===== src/hdl/rgb_to_hsl_8bit_defines.svh =====
// ----------------------------------------------------------------------------
// rgb_to_hsl_8bit_defines
// assertion macros shared by the colour conversion pipeline
// ----------------------------------------------------------------------------
`ifndef RGB_TO_HSL_8BIT_DEFINES_SVH
`define RGB_TO_HSL_8BIT_DEFINES_SVH
`ifndef SYNTH
// check that is switched off while reset is held
`define RTHSL_CHK(lbl, prop) \
    lbl: assert property (@(posedge i_clk) disable iff (!i_rst_n) prop) \
        else $error("rthsl check failed");
// check that also covers the reset cycles
`define RTHSL_CHK_RST(lbl, prop) \
    lbl: assert property (@(posedge i_clk) prop) \
        else $error("rthsl reset check failed");
`else
`define RTHSL_CHK(lbl, prop)
`define RTHSL_CHK_RST(lbl, prop)
`endif
`endif


===== src/hdl/rthsl_pkg.sv =====
// ----------------------------------------------------------------------------
// rthsl_pkg
// types, sector codes and the divider step of the rgb to hsl pipeline
// ----------------------------------------------------------------------------
package rthsl_pkg;

    // which channel holds the maximum
    localparam logic [1:0] SEC_RED   = 2'd0;
    localparam logic [1:0] SEC_GREEN = 2'd1;
    localparam logic [1:0] SEC_BLUE  = 2'd2;

    // number of two-bit divider stages
    localparam int DIV_STAGES = 4;

    typedef struct packed {
        logic [7:0] red;
        logic [7:0] green;
        logic [7:0] blue;
        logic [7:0] mx;
        logic [7:0] mn;
        logic [1:0] sec;
    } t_sorted;

    typedef struct packed {
        logic [7:0]  d;
        logic [7:0]  light;
        logic [7:0]  den;
        logic [10:0] n;
    } t_scaled;

    typedef struct packed {
        logic [7:0]  light;
        logic [7:0]  sat_rem;
        logic [7:0]  sat_lo;
        logic [7:0]  sat_q;
        logic [7:0]  sat_dvs;
        logic [10:0] hue_rem;
        logic [7:0]  hue_lo;
        logic [7:0]  hue_q;
        logic [10:0] hue_dvs;
    } t_div;

    // one restoring division step: returns {quotient bit, new remainder}
    function automatic logic [11:0] div_step(input logic [11:0] shifted,
                                             input logic [10:0] dvs);
        logic [12:0] diff;
        diff = {1'b0, shifted} - {2'b00, dvs};
        if (!diff[12]) begin
            return {1'b1, diff[10:0]};
        end else begin
            return {1'b0, shifted[10:0]};
        end
    endfunction

endpackage


===== src/hdl/rthsl_sort.sv =====
// ----------------------------------------------------------------------------
// rthsl_sort
// first stage: maximum, minimum and hue sector of the pixel
// ----------------------------------------------------------------------------
module rthsl_sort (
    input  logic               i_clk,
    input  logic               i_rst_n,
    input  logic               i_en,
    input  logic               i_vld,
    input  logic [7:0]         i_red,
    input  logic [7:0]         i_green,
    input  logic [7:0]         i_blue,
    output logic               o_vld,
    output rthsl_pkg::t_sorted o_data
);
    import rthsl_pkg::*;

    logic    r_vld;
    t_sorted r_data;
    t_sorted n_data;

    always_comb begin
        n_data.red   = i_red;
        n_data.green = i_green;
        n_data.blue  = i_blue;
        // ties go to red first, then green
        priority if (i_red >= i_green && i_red >= i_blue) begin
            n_data.sec = SEC_RED;
            n_data.mx  = i_red;
            n_data.mn  = (i_green < i_blue) ? i_green : i_blue;
        end else if (i_green >= i_blue) begin
            n_data.sec = SEC_GREEN;
            n_data.mx  = i_green;
            n_data.mn  = (i_red < i_blue) ? i_red : i_blue;
        end else begin
            n_data.sec = SEC_BLUE;
            n_data.mx  = i_blue;
            n_data.mn  = (i_red < i_green) ? i_red : i_green;
        end
    end

    always_ff @(posedge i_clk) begin
        if (!i_rst_n) begin
            r_vld <= 1'b0;
        end else if (i_en) begin
            r_vld <= i_vld;
        end
    end

    always_ff @(posedge i_clk) begin
        if (i_en) begin
            r_data <= n_data;
        end
    end

    assign o_vld  = r_vld;
    assign o_data = r_data;

endmodule


===== src/hdl/rthsl_scale.sv =====
// ----------------------------------------------------------------------------
// rthsl_scale
// second stage: chroma, lightness, saturation divisor and hue numerator
// ----------------------------------------------------------------------------
module rthsl_scale (
    input  logic               i_clk,
    input  logic               i_rst_n,
    input  logic               i_en,
    input  logic               i_vld,
    input  rthsl_pkg::t_sorted i_data,
    output logic               o_vld,
    output rthsl_pkg::t_scaled o_data
);
    import rthsl_pkg::*;

    logic         r_vld;
    t_scaled      r_data;
    t_scaled      n_data;
    logic [7:0]   d;
    logic [8:0]   s;
    logic [8:0]   s_inv;
    logic [10:0]  d6;
    logic [10:0]  base;
    logic [8:0]   diff;
    logic [11:0]  n_sum;
    logic [11:0]  n_fix;

    always_comb begin
        d     = i_data.mx - i_data.mn;
        s     = {1'b0, i_data.mx} + {1'b0, i_data.mn};
        s_inv = 9'd510 - s;
        d6    = {1'b0, d, 2'b00} + {2'b00, d, 1'b0};
        unique case (i_data.sec)
            SEC_RED: begin
                base = 11'd0;
                diff = {1'b0, i_data.green} - {1'b0, i_data.blue};
            end
            SEC_GREEN: begin
                base = {2'b00, d, 1'b0};
                diff = {1'b0, i_data.blue} - {1'b0, i_data.red};
            end
            default: begin
                base = {1'b0, d, 2'b00};
                diff = {1'b0, i_data.red} - {1'b0, i_data.green};
            end
        endcase
        n_sum = {1'b0, base} + {{3{diff[8]}}, diff};
        // negative red sector wraps round the circle
        n_fix = n_sum[11] ? (n_sum + {1'b0, d6}) : n_sum;

        n_data.d     = d;
        n_data.light = s[8:1];
        n_data.den   = (s < 9'd255) ? s[7:0] : s_inv[7:0];
        n_data.n     = n_fix[10:0];
    end

    always_ff @(posedge i_clk) begin
        if (!i_rst_n) begin
            r_vld <= 1'b0;
        end else if (i_en) begin
            r_vld <= i_vld;
        end
    end

    always_ff @(posedge i_clk) begin
        if (i_en) begin
            r_data <= n_data;
        end
    end

    assign o_vld  = r_vld;
    assign o_data = r_data;

endmodule


===== src/hdl/rthsl_setup.sv =====
// ----------------------------------------------------------------------------
// rthsl_setup
// third stage: scales numerators by 255 and loads both dividers
// ----------------------------------------------------------------------------
module rthsl_setup (
    input  logic               i_clk,
    input  logic               i_rst_n,
    input  logic               i_en,
    input  logic               i_vld,
    input  rthsl_pkg::t_scaled i_data,
    output logic               o_vld,
    output rthsl_pkg::t_div    o_data
);
    import rthsl_pkg::*;

    logic        r_vld;
    t_div        r_data;
    t_div        n_data;
    logic [15:0] num_sat;
    logic [18:0] num_hue;
    logic [10:0] d6;
    logic        grey;

    always_comb begin
        // 255*x as x*256 - x
        num_sat = {i_data.d, 8'h00} - {8'h00, i_data.d};
        num_hue = {i_data.n, 8'h00} - {8'h00, i_data.n};
        d6      = {1'b0, i_data.d, 2'b00} + {2'b00, i_data.d, 1'b0};
        grey    = (i_data.d == 8'd0);

        n_data.light   = i_data.light;
        // upper half is already below the divisor, so eight steps suffice
        n_data.sat_rem = num_sat[15:8];
        n_data.sat_lo  = num_sat[7:0];
        n_data.sat_q   = 8'd0;
        n_data.hue_rem = num_hue[18:8];
        n_data.hue_lo  = num_hue[7:0];
        n_data.hue_q   = 8'd0;
        // grey pixel: zero numerators over one give zero
        n_data.sat_dvs = grey ? 8'd1 : i_data.den;
        n_data.hue_dvs = grey ? 11'd1 : d6;
    end

    always_ff @(posedge i_clk) begin
        if (!i_rst_n) begin
            r_vld <= 1'b0;
        end else if (i_en) begin
            r_vld <= i_vld;
        end
    end

    always_ff @(posedge i_clk) begin
        if (i_en) begin
            r_data <= n_data;
        end
    end

    assign o_vld  = r_vld;
    assign o_data = r_data;

endmodule


===== src/hdl/rthsl_div_stage.sv =====
// ----------------------------------------------------------------------------
// rthsl_div_stage
// two quotient bits of the saturation and hue dividers per stage
// ----------------------------------------------------------------------------
`include "rgb_to_hsl_8bit_defines.svh"

module rthsl_div_stage (
    input  logic            i_clk,
    input  logic            i_rst_n,
    input  logic            i_en,
    input  logic            i_vld,
    input  rthsl_pkg::t_div i_data,
    output logic            o_vld,
    output rthsl_pkg::t_div o_data
);
    import rthsl_pkg::*;

    logic        r_vld;
    t_div        r_data;
    t_div        n_data;
    logic [11:0] sat_a;
    logic [11:0] sat_b;
    logic [11:0] hue_a;
    logic [11:0] hue_b;

    always_comb begin
        sat_a = div_step({3'b000, i_data.sat_rem, i_data.sat_lo[7]},
                         {3'b000, i_data.sat_dvs});
        sat_b = div_step({3'b000, sat_a[7:0], i_data.sat_lo[6]},
                         {3'b000, i_data.sat_dvs});
        hue_a = div_step({i_data.hue_rem, i_data.hue_lo[7]}, i_data.hue_dvs);
        hue_b = div_step({hue_a[10:0], i_data.hue_lo[6]}, i_data.hue_dvs);

        n_data         = i_data;
        n_data.sat_rem = sat_b[7:0];
        n_data.sat_lo  = {i_data.sat_lo[5:0], 2'b00};
        n_data.sat_q   = {i_data.sat_q[5:0], sat_a[11], sat_b[11]};
        n_data.hue_rem = hue_b[10:0];
        n_data.hue_lo  = {i_data.hue_lo[5:0], 2'b00};
        n_data.hue_q   = {i_data.hue_q[5:0], hue_a[11], hue_b[11]};
    end

    always_ff @(posedge i_clk) begin
        if (!i_rst_n) begin
            r_vld <= 1'b0;
        end else if (i_en) begin
            r_vld <= i_vld;
        end
    end

    always_ff @(posedge i_clk) begin
        if (i_en) begin
            r_data <= n_data;
        end
    end

    assign o_vld  = r_vld;
    assign o_data = r_data;

    // restoring division keeps the partial remainder below the divisor
    `RTHSL_CHK(a_sat_rem_below_dvs, r_vld |-> (r_data.sat_rem < r_data.sat_dvs))
    `RTHSL_CHK(a_hue_rem_below_dvs, r_vld |-> (r_data.hue_rem < r_data.hue_dvs))

endmodule


===== src/hdl/rgb_to_hsl_8bit.sv =====
// ----------------------------------------------------------------------------
// rgb_to_hsl_8bit
// pipelined 8-bit rgb to hue, saturation and lightness conversion
// ----------------------------------------------------------------------------
// input channel: i_valid with i_red, i_green, i_blue; o_stall holds it off.
// output channel: o_valid with o_hue_out, o_sat_out, o_light_out; i_stall
// from the receiver holds the result steady on the ports.
// a transfer happens on a rising edge where valid is high and stall is low.
// the stages in order are sort, scale, divider setup and four divider stages,
// each retiring two quotient bits of both the saturation and hue divisions.
// throughput is one pixel per clock; every stage has its own valid bit and
// loads whenever it is empty or its successor moves on, so bubbles close up
// and o_stall rises only once the whole pipe is full behind a stalled result.
// reset empties the pipe: all valid bits clear and o_valid drops.
// hue is floor(255*h6/6) with h6 in [0,6), so it never exceeds 254; grey
// pixels give zero hue and saturation.
// ----------------------------------------------------------------------------
`include "rgb_to_hsl_8bit_defines.svh"

module rgb_to_hsl_8bit (
    input  logic       i_clk,
    input  logic       i_rst_n,
    input  logic       i_valid,
    output logic       o_stall,
    input  logic [7:0] i_red,
    input  logic [7:0] i_green,
    input  logic [7:0] i_blue,
    output logic       o_valid,
    input  logic       i_stall,
    output logic [7:0] o_hue_out,
    output logic [7:0] o_sat_out,
    output logic [7:0] o_light_out
);
    import rthsl_pkg::*;

    localparam int NUM_STG = DIV_STAGES + 3;

    logic [NUM_STG-1:0] w_vld;
    logic [NUM_STG-1:0] w_en;
    t_sorted            w_sorted;
    t_scaled            w_scaled;
    t_div               w_div [0:DIV_STAGES];

    // a stage may load when empty or when its successor takes its item
    always_comb begin
        w_en[NUM_STG-1] = !w_vld[NUM_STG-1] || !i_stall;
        for (int k = NUM_STG - 2; k >= 0; k--) begin
            w_en[k] = !w_vld[k] || w_en[k+1];
        end
    end

    rthsl_sort u_sort (
        .i_clk   (i_clk),
        .i_rst_n (i_rst_n),
        .i_en    (w_en[0]),
        .i_vld   (i_valid),
        .i_red   (i_red),
        .i_green (i_green),
        .i_blue  (i_blue),
        .o_vld   (w_vld[0]),
        .o_data  (w_sorted)
    );

    rthsl_scale u_scale (
        .i_clk   (i_clk),
        .i_rst_n (i_rst_n),
        .i_en    (w_en[1]),
        .i_vld   (w_vld[0]),
        .i_data  (w_sorted),
        .o_vld   (w_vld[1]),
        .o_data  (w_scaled)
    );

    rthsl_setup u_setup (
        .i_clk   (i_clk),
        .i_rst_n (i_rst_n),
        .i_en    (w_en[2]),
        .i_vld   (w_vld[1]),
        .i_data  (w_scaled),
        .o_vld   (w_vld[2]),
        .o_data  (w_div[0])
    );

    for (genvar g = 0; g < DIV_STAGES; g++) begin : g_div
        rthsl_div_stage u_div (
            .i_clk   (i_clk),
            .i_rst_n (i_rst_n),
            .i_en    (w_en[g+3]),
            .i_vld   (w_vld[g+2]),
            .i_data  (w_div[g]),
            .o_vld   (w_vld[g+3]),
            .o_data  (w_div[g+1])
        );
    end

    assign o_stall     = !w_en[0];
    assign o_valid     = w_vld[NUM_STG-1];
    assign o_hue_out   = w_div[DIV_STAGES].hue_q;
    assign o_sat_out   = w_div[DIV_STAGES].sat_q;
    assign o_light_out = w_div[DIV_STAGES].light;

    `RTHSL_CHK_RST(a_reset_empties, !i_rst_n |=> !o_valid)
    `RTHSL_CHK(a_stall_only_when_full, o_stall |-> (o_valid && i_stall))
    `RTHSL_CHK(a_hue_in_range, o_valid |-> (o_hue_out != 8'hff))

endmodule

===== config.mk =====
export PLATFORM = sky130hd
export DESIGN_NAME = rgb_to_hsl_8bit
export DESIGN_NICKNAME = d
export VERILOG_FILES = /design/src/hdl/rthsl_pkg.sv /design/src/hdl/rthsl_sort.sv /design/src/hdl/rthsl_scale.sv /design/src/hdl/rthsl_setup.sv /design/src/hdl/rthsl_div_stage.sv /design/src/hdl/rgb_to_hsl_8bit.sv
export VERILOG_INCLUDE_DIRS = /design/src /design/src/hdl
export SDC_FILE = /design/constraint.sdc
export NUM_CORES = 1
export LEC_CHECK = 0
export BUFFER_PORTS_ARGS = -buffer_cell sky130_fd_sc_hd__buf_4
export CORE_MARGIN = 4
export CORE_UTILIZATION = 64
export DETAILED_ROUTE_END_ITERATION = 12
export MAX_ROUTING_LAYER = met4
export PLACE_DENSITY = 0.86
export SETUP_SLACK_MARGIN = 0.5
export SYNTH_ARGS = -nofsm -noshare
export SYNTH_HDL_FRONTEND = slang
export SYNTH_SLANG_ARGS = --single-unit

===== constraint.sdc =====
create_clock -name i_clk -period 6.2 [get_ports i_clk]
set_clock_uncertainty 0.15 [all_clocks]
set_input_delay 1.24 -clock i_clk [delete_from_list [all_inputs] [get_ports i_clk]]
set_output_delay 1.24 -clock i_clk [all_outputs]
set_load 0.02 [all_outputs]

==> flow_metrics.env <==
export IMPL_cap_viol_max_count=0
export IMPL_synth_ff_type="edfxtp_1"
export IMPL_synth_top_cell_by_area="edfxtp_1"
export IMPL_period_minus_slack_ns=5.40
export IMPL_setup_viol=0
export IMPL_cts_htree_levels=2
export IMPL_critPathLaunchType="flop"
export IMPL_clk_latency_ns=0.54
export IMPL_synthCells=2088
export IMPL_clk_pin_slew_ns=0.06
export IMPL_n_antenna_cell=0
export IMPL_wl_met2_um=25200
export IMPL_syn_nets=2400
export IMPL_min_path_type="flop to flop"
export IMPL_rsz0062_at_grt="false"
export IMPL_grt_usage_pct=24.9
export IMPL_grt_max_degree=63
export IMPL_status="finished clean"
export IMPL_finalHoldViolCount=0
export IMPL_finalSetupTns_ns=0
export IMPL_worstMarginPinSlew_ns=0.826
export IMPL_routedWlPerCell_um=18.0
export IMPL_yosysWarnings=0
export IMPL_netlist_top_cells_count="edfxtp_1 (348), ha_1 (255), inv_1 (222)"
export IMPL_r2r_setup_slack_ns=0.80
export IMPL_cpMaxStageDelayCell="edfxtp_1"
export IMPL_gr_total_overflow=0
export IMPL_vias=15900
export IMPL_required_ns=6.34
export IMPL_crit_chain="inv_1, ha_1, nor2b_1, o21ai_0, a21boi_1, o21ai_1, nor2b_1, xnor2_1, buf_4, a22o_1, ha_1, or2_2, o311a_1, a21oi_1, fa_1, ha_1, o2111ai_1, nand3_1, o41ai_2, xnor2_1, mux2i_1, xnor2_1"
export IMPL_dieArea_sq_um=39500
export IMPL_synth_cell_area_sq_um=23300
export IMPL_synthToLayoutAreaGrowth_pct=9.82
export IMPL_grt_pass1_wl_um=78000
export IMPL_fmax_ghz=0.185
export IMPL_cts_buffer_depth=3
export IMPL_grt_pass1_vias=16700
export IMPL_avgSynthCellArea_sq_um=11.2
export IMPL_die_w_um=199
export IMPL_synth_area_leaders="edfxtp_1 (45%), ha_1 (14%), xnor2_1 (3.9%)"
export IMPL_post_route_period_util_pct=87.1
export IMPL_cp_arrival_ns=5.54
export IMPL_routed_wl_um=47700
export IMPL_critPathCaptureType="flop"
export IMPL_clock_sinks=355
export IMPL_synth_edf_count=348
export IMPL_core_area_sq_um=35700
export IMPL_dr_pass1_iters=5
export IMPL_gp_congestion=0.930
export IMPL_dr_max_layer_used="met4"
export IMPL_postCtsHoldBufs=0
export IMPL_portBuffers=53
export IMPL_yosysMostFrequentCell="edfxtp_1"
export IMPL_dr_wl_met3_um=1910
export IMPL_critPathMaxFanout=5
export IMPL_row_count=69
export IMPL_die_height_um=199
export IMPL_via_per_inst=6.00
export IMPL_r2r_cells=22
export IMPL_remaining_drc_errors=0
export IMPL_ys_types=81
export IMPL_synth_top_area_share_pct=44.8
export IMPL_hold_path_depth=0
export IMPL_slew_headroom_pct=44.9
export IMPL_final_layout_size_suffix_gt1_share_pct=11.7
export IMPL_dp_hpwl_um=35400
export IMPL_crit_path_max_incr_delay_ns=0.45
export IMPL_cts_tree="yes"
export IMPL_cts_buffers=39
export IMPL_num_io_pins=54
export IMPL_grt_antenna_before_repair=0
export IMPL_drtIter0Drc=806
export IMPL_root_buffer="clkbuf_16"
export IMPL_ys_seq_elements=355
export IMPL_slew_viol_final=0
export IMPL_drt_met1_wl_um=18800
export IMPL_start_util_pct=65.2
export IMPL_final_nets=2479
export IMPL_critical_path_class="flop to flop"
export IMPL_antenna_left=0
export IMPL_seq_area_frac_synth_pct=45.4
export IMPL_synthArstFlopShare_pct=0
sequential cells by signal, summed over array words and instances (netlist names):
register            cells
g_div.u_div.o_data    210
u_setup.o_data         62
u_sort.o_data          42
u_scale.o_data         34
g_div.u_div.o_vld       4
u_scale.o_vld           1
u_setup.o_vld           1
u_sort.o_vld            1
kinds of logic after synthesis:
logic type | share of synthesized area, %
compound gates | 13.2
flops | 45.4
xor+xnor | 5.44
mux | 5.41
fa+ha+maj | 16.2
buf+inv | 4.34
simple gates | 10.0
worst max-delay path, delay by kind of cell (launching register included):
kind	cells	cell delay, ns
XOR/XNOR	3	0.36
AND/OR/NAND/NOR	4	0.75
buffers and inverters	2	0.30
adder cells (fa/ha/maj)	4	1.40
multiplexers	1	0.25
AO/OA/AOI/OAI	8	1.46
flip-flops	1	0.45
routing by layer:
metal | up-vias | global-route usage (%)
li1 | 7751 | -
met1 | 7634 | 27.3
met2 | 430 | 45.7
met3 | 128 | 3.07
met4 | 0 | 10.0
met5 | - | -
final cells by class:
type,instances,area (sq um)
multi-input cells,1475,11700
clock inverters,22,240
repair buffers,73,548
fillers,2342,10100
inverters,223,841
well taps,461,577
clock buffers,47,1060
flip-flops and latches,355,10600
metrics by stage:
step	instance area [sq um]	hold WS, ns	util (%)	setup slack (ns)	instances
CTS	25600	0.255	71.5	0.666	2656
floorplan	23300	0.250	-	0.914	2088
finish	25600	0.258	71.6	0.797	2656
global route	25600	0.268	71.6	0.506	2656
detailed placement	24300	0.255	67.9	0.688	2587
global placement	24300	0.252	67.9	0.911	2587
placed cells by master, fill, tap and decap left out, types with 22 or more instances in the layout:
cell type	synthesis	final
mux2_2	56	56
o21ai_0	106	104
edfxtp_1	348	348
xnor2_1	105	105
a21oi_1	126	125
clkbuf_16	0	41
buf_4	2	73
mux2i_1	30	30
nor2b_1	50	49
fa_1	29	29
a21o_1	31	31
inv_1	222	220
nor2_1	154	153
nand2b_1	29	29
nor3_1	40	40
o21a_1	40	40
nand2_1	88	87
ha_1	255	255
mux2_4	22	22
xor2_1	38	38
path summary, 6_finish.rpt:
kind                                     start                                  end
setup / recovery    u_sort.o_data[3]$_DFFE_PN_         u_scale.o_data[10]$_DFFE_PP_
hold / removal    u_setup.o_data[20]$_DFFE_PP_  g_div[0].u_div.o_data[22]$_DFFE_PP_
setup reg to reg    u_sort.o_data[3]$_DFFE_PN_         u_scale.o_data[10]$_DFFE_PP_
hold reg to reg   u_setup.o_data[20]$_DFFE_PP_  g_div[0].u_div.o_data[22]$_DFFE_PP_
timing repair:
item                                    in CTS  in global routing
gates resized for setup                      0                  8
endpoints found under the setup margin       0                  2
setup buffers                                0                  0
endpoints found under the hold margin        0                  0
Power is not shown: default switching activity piles up to over one toggle a cycle in this logic, so the estimate is an artifact.
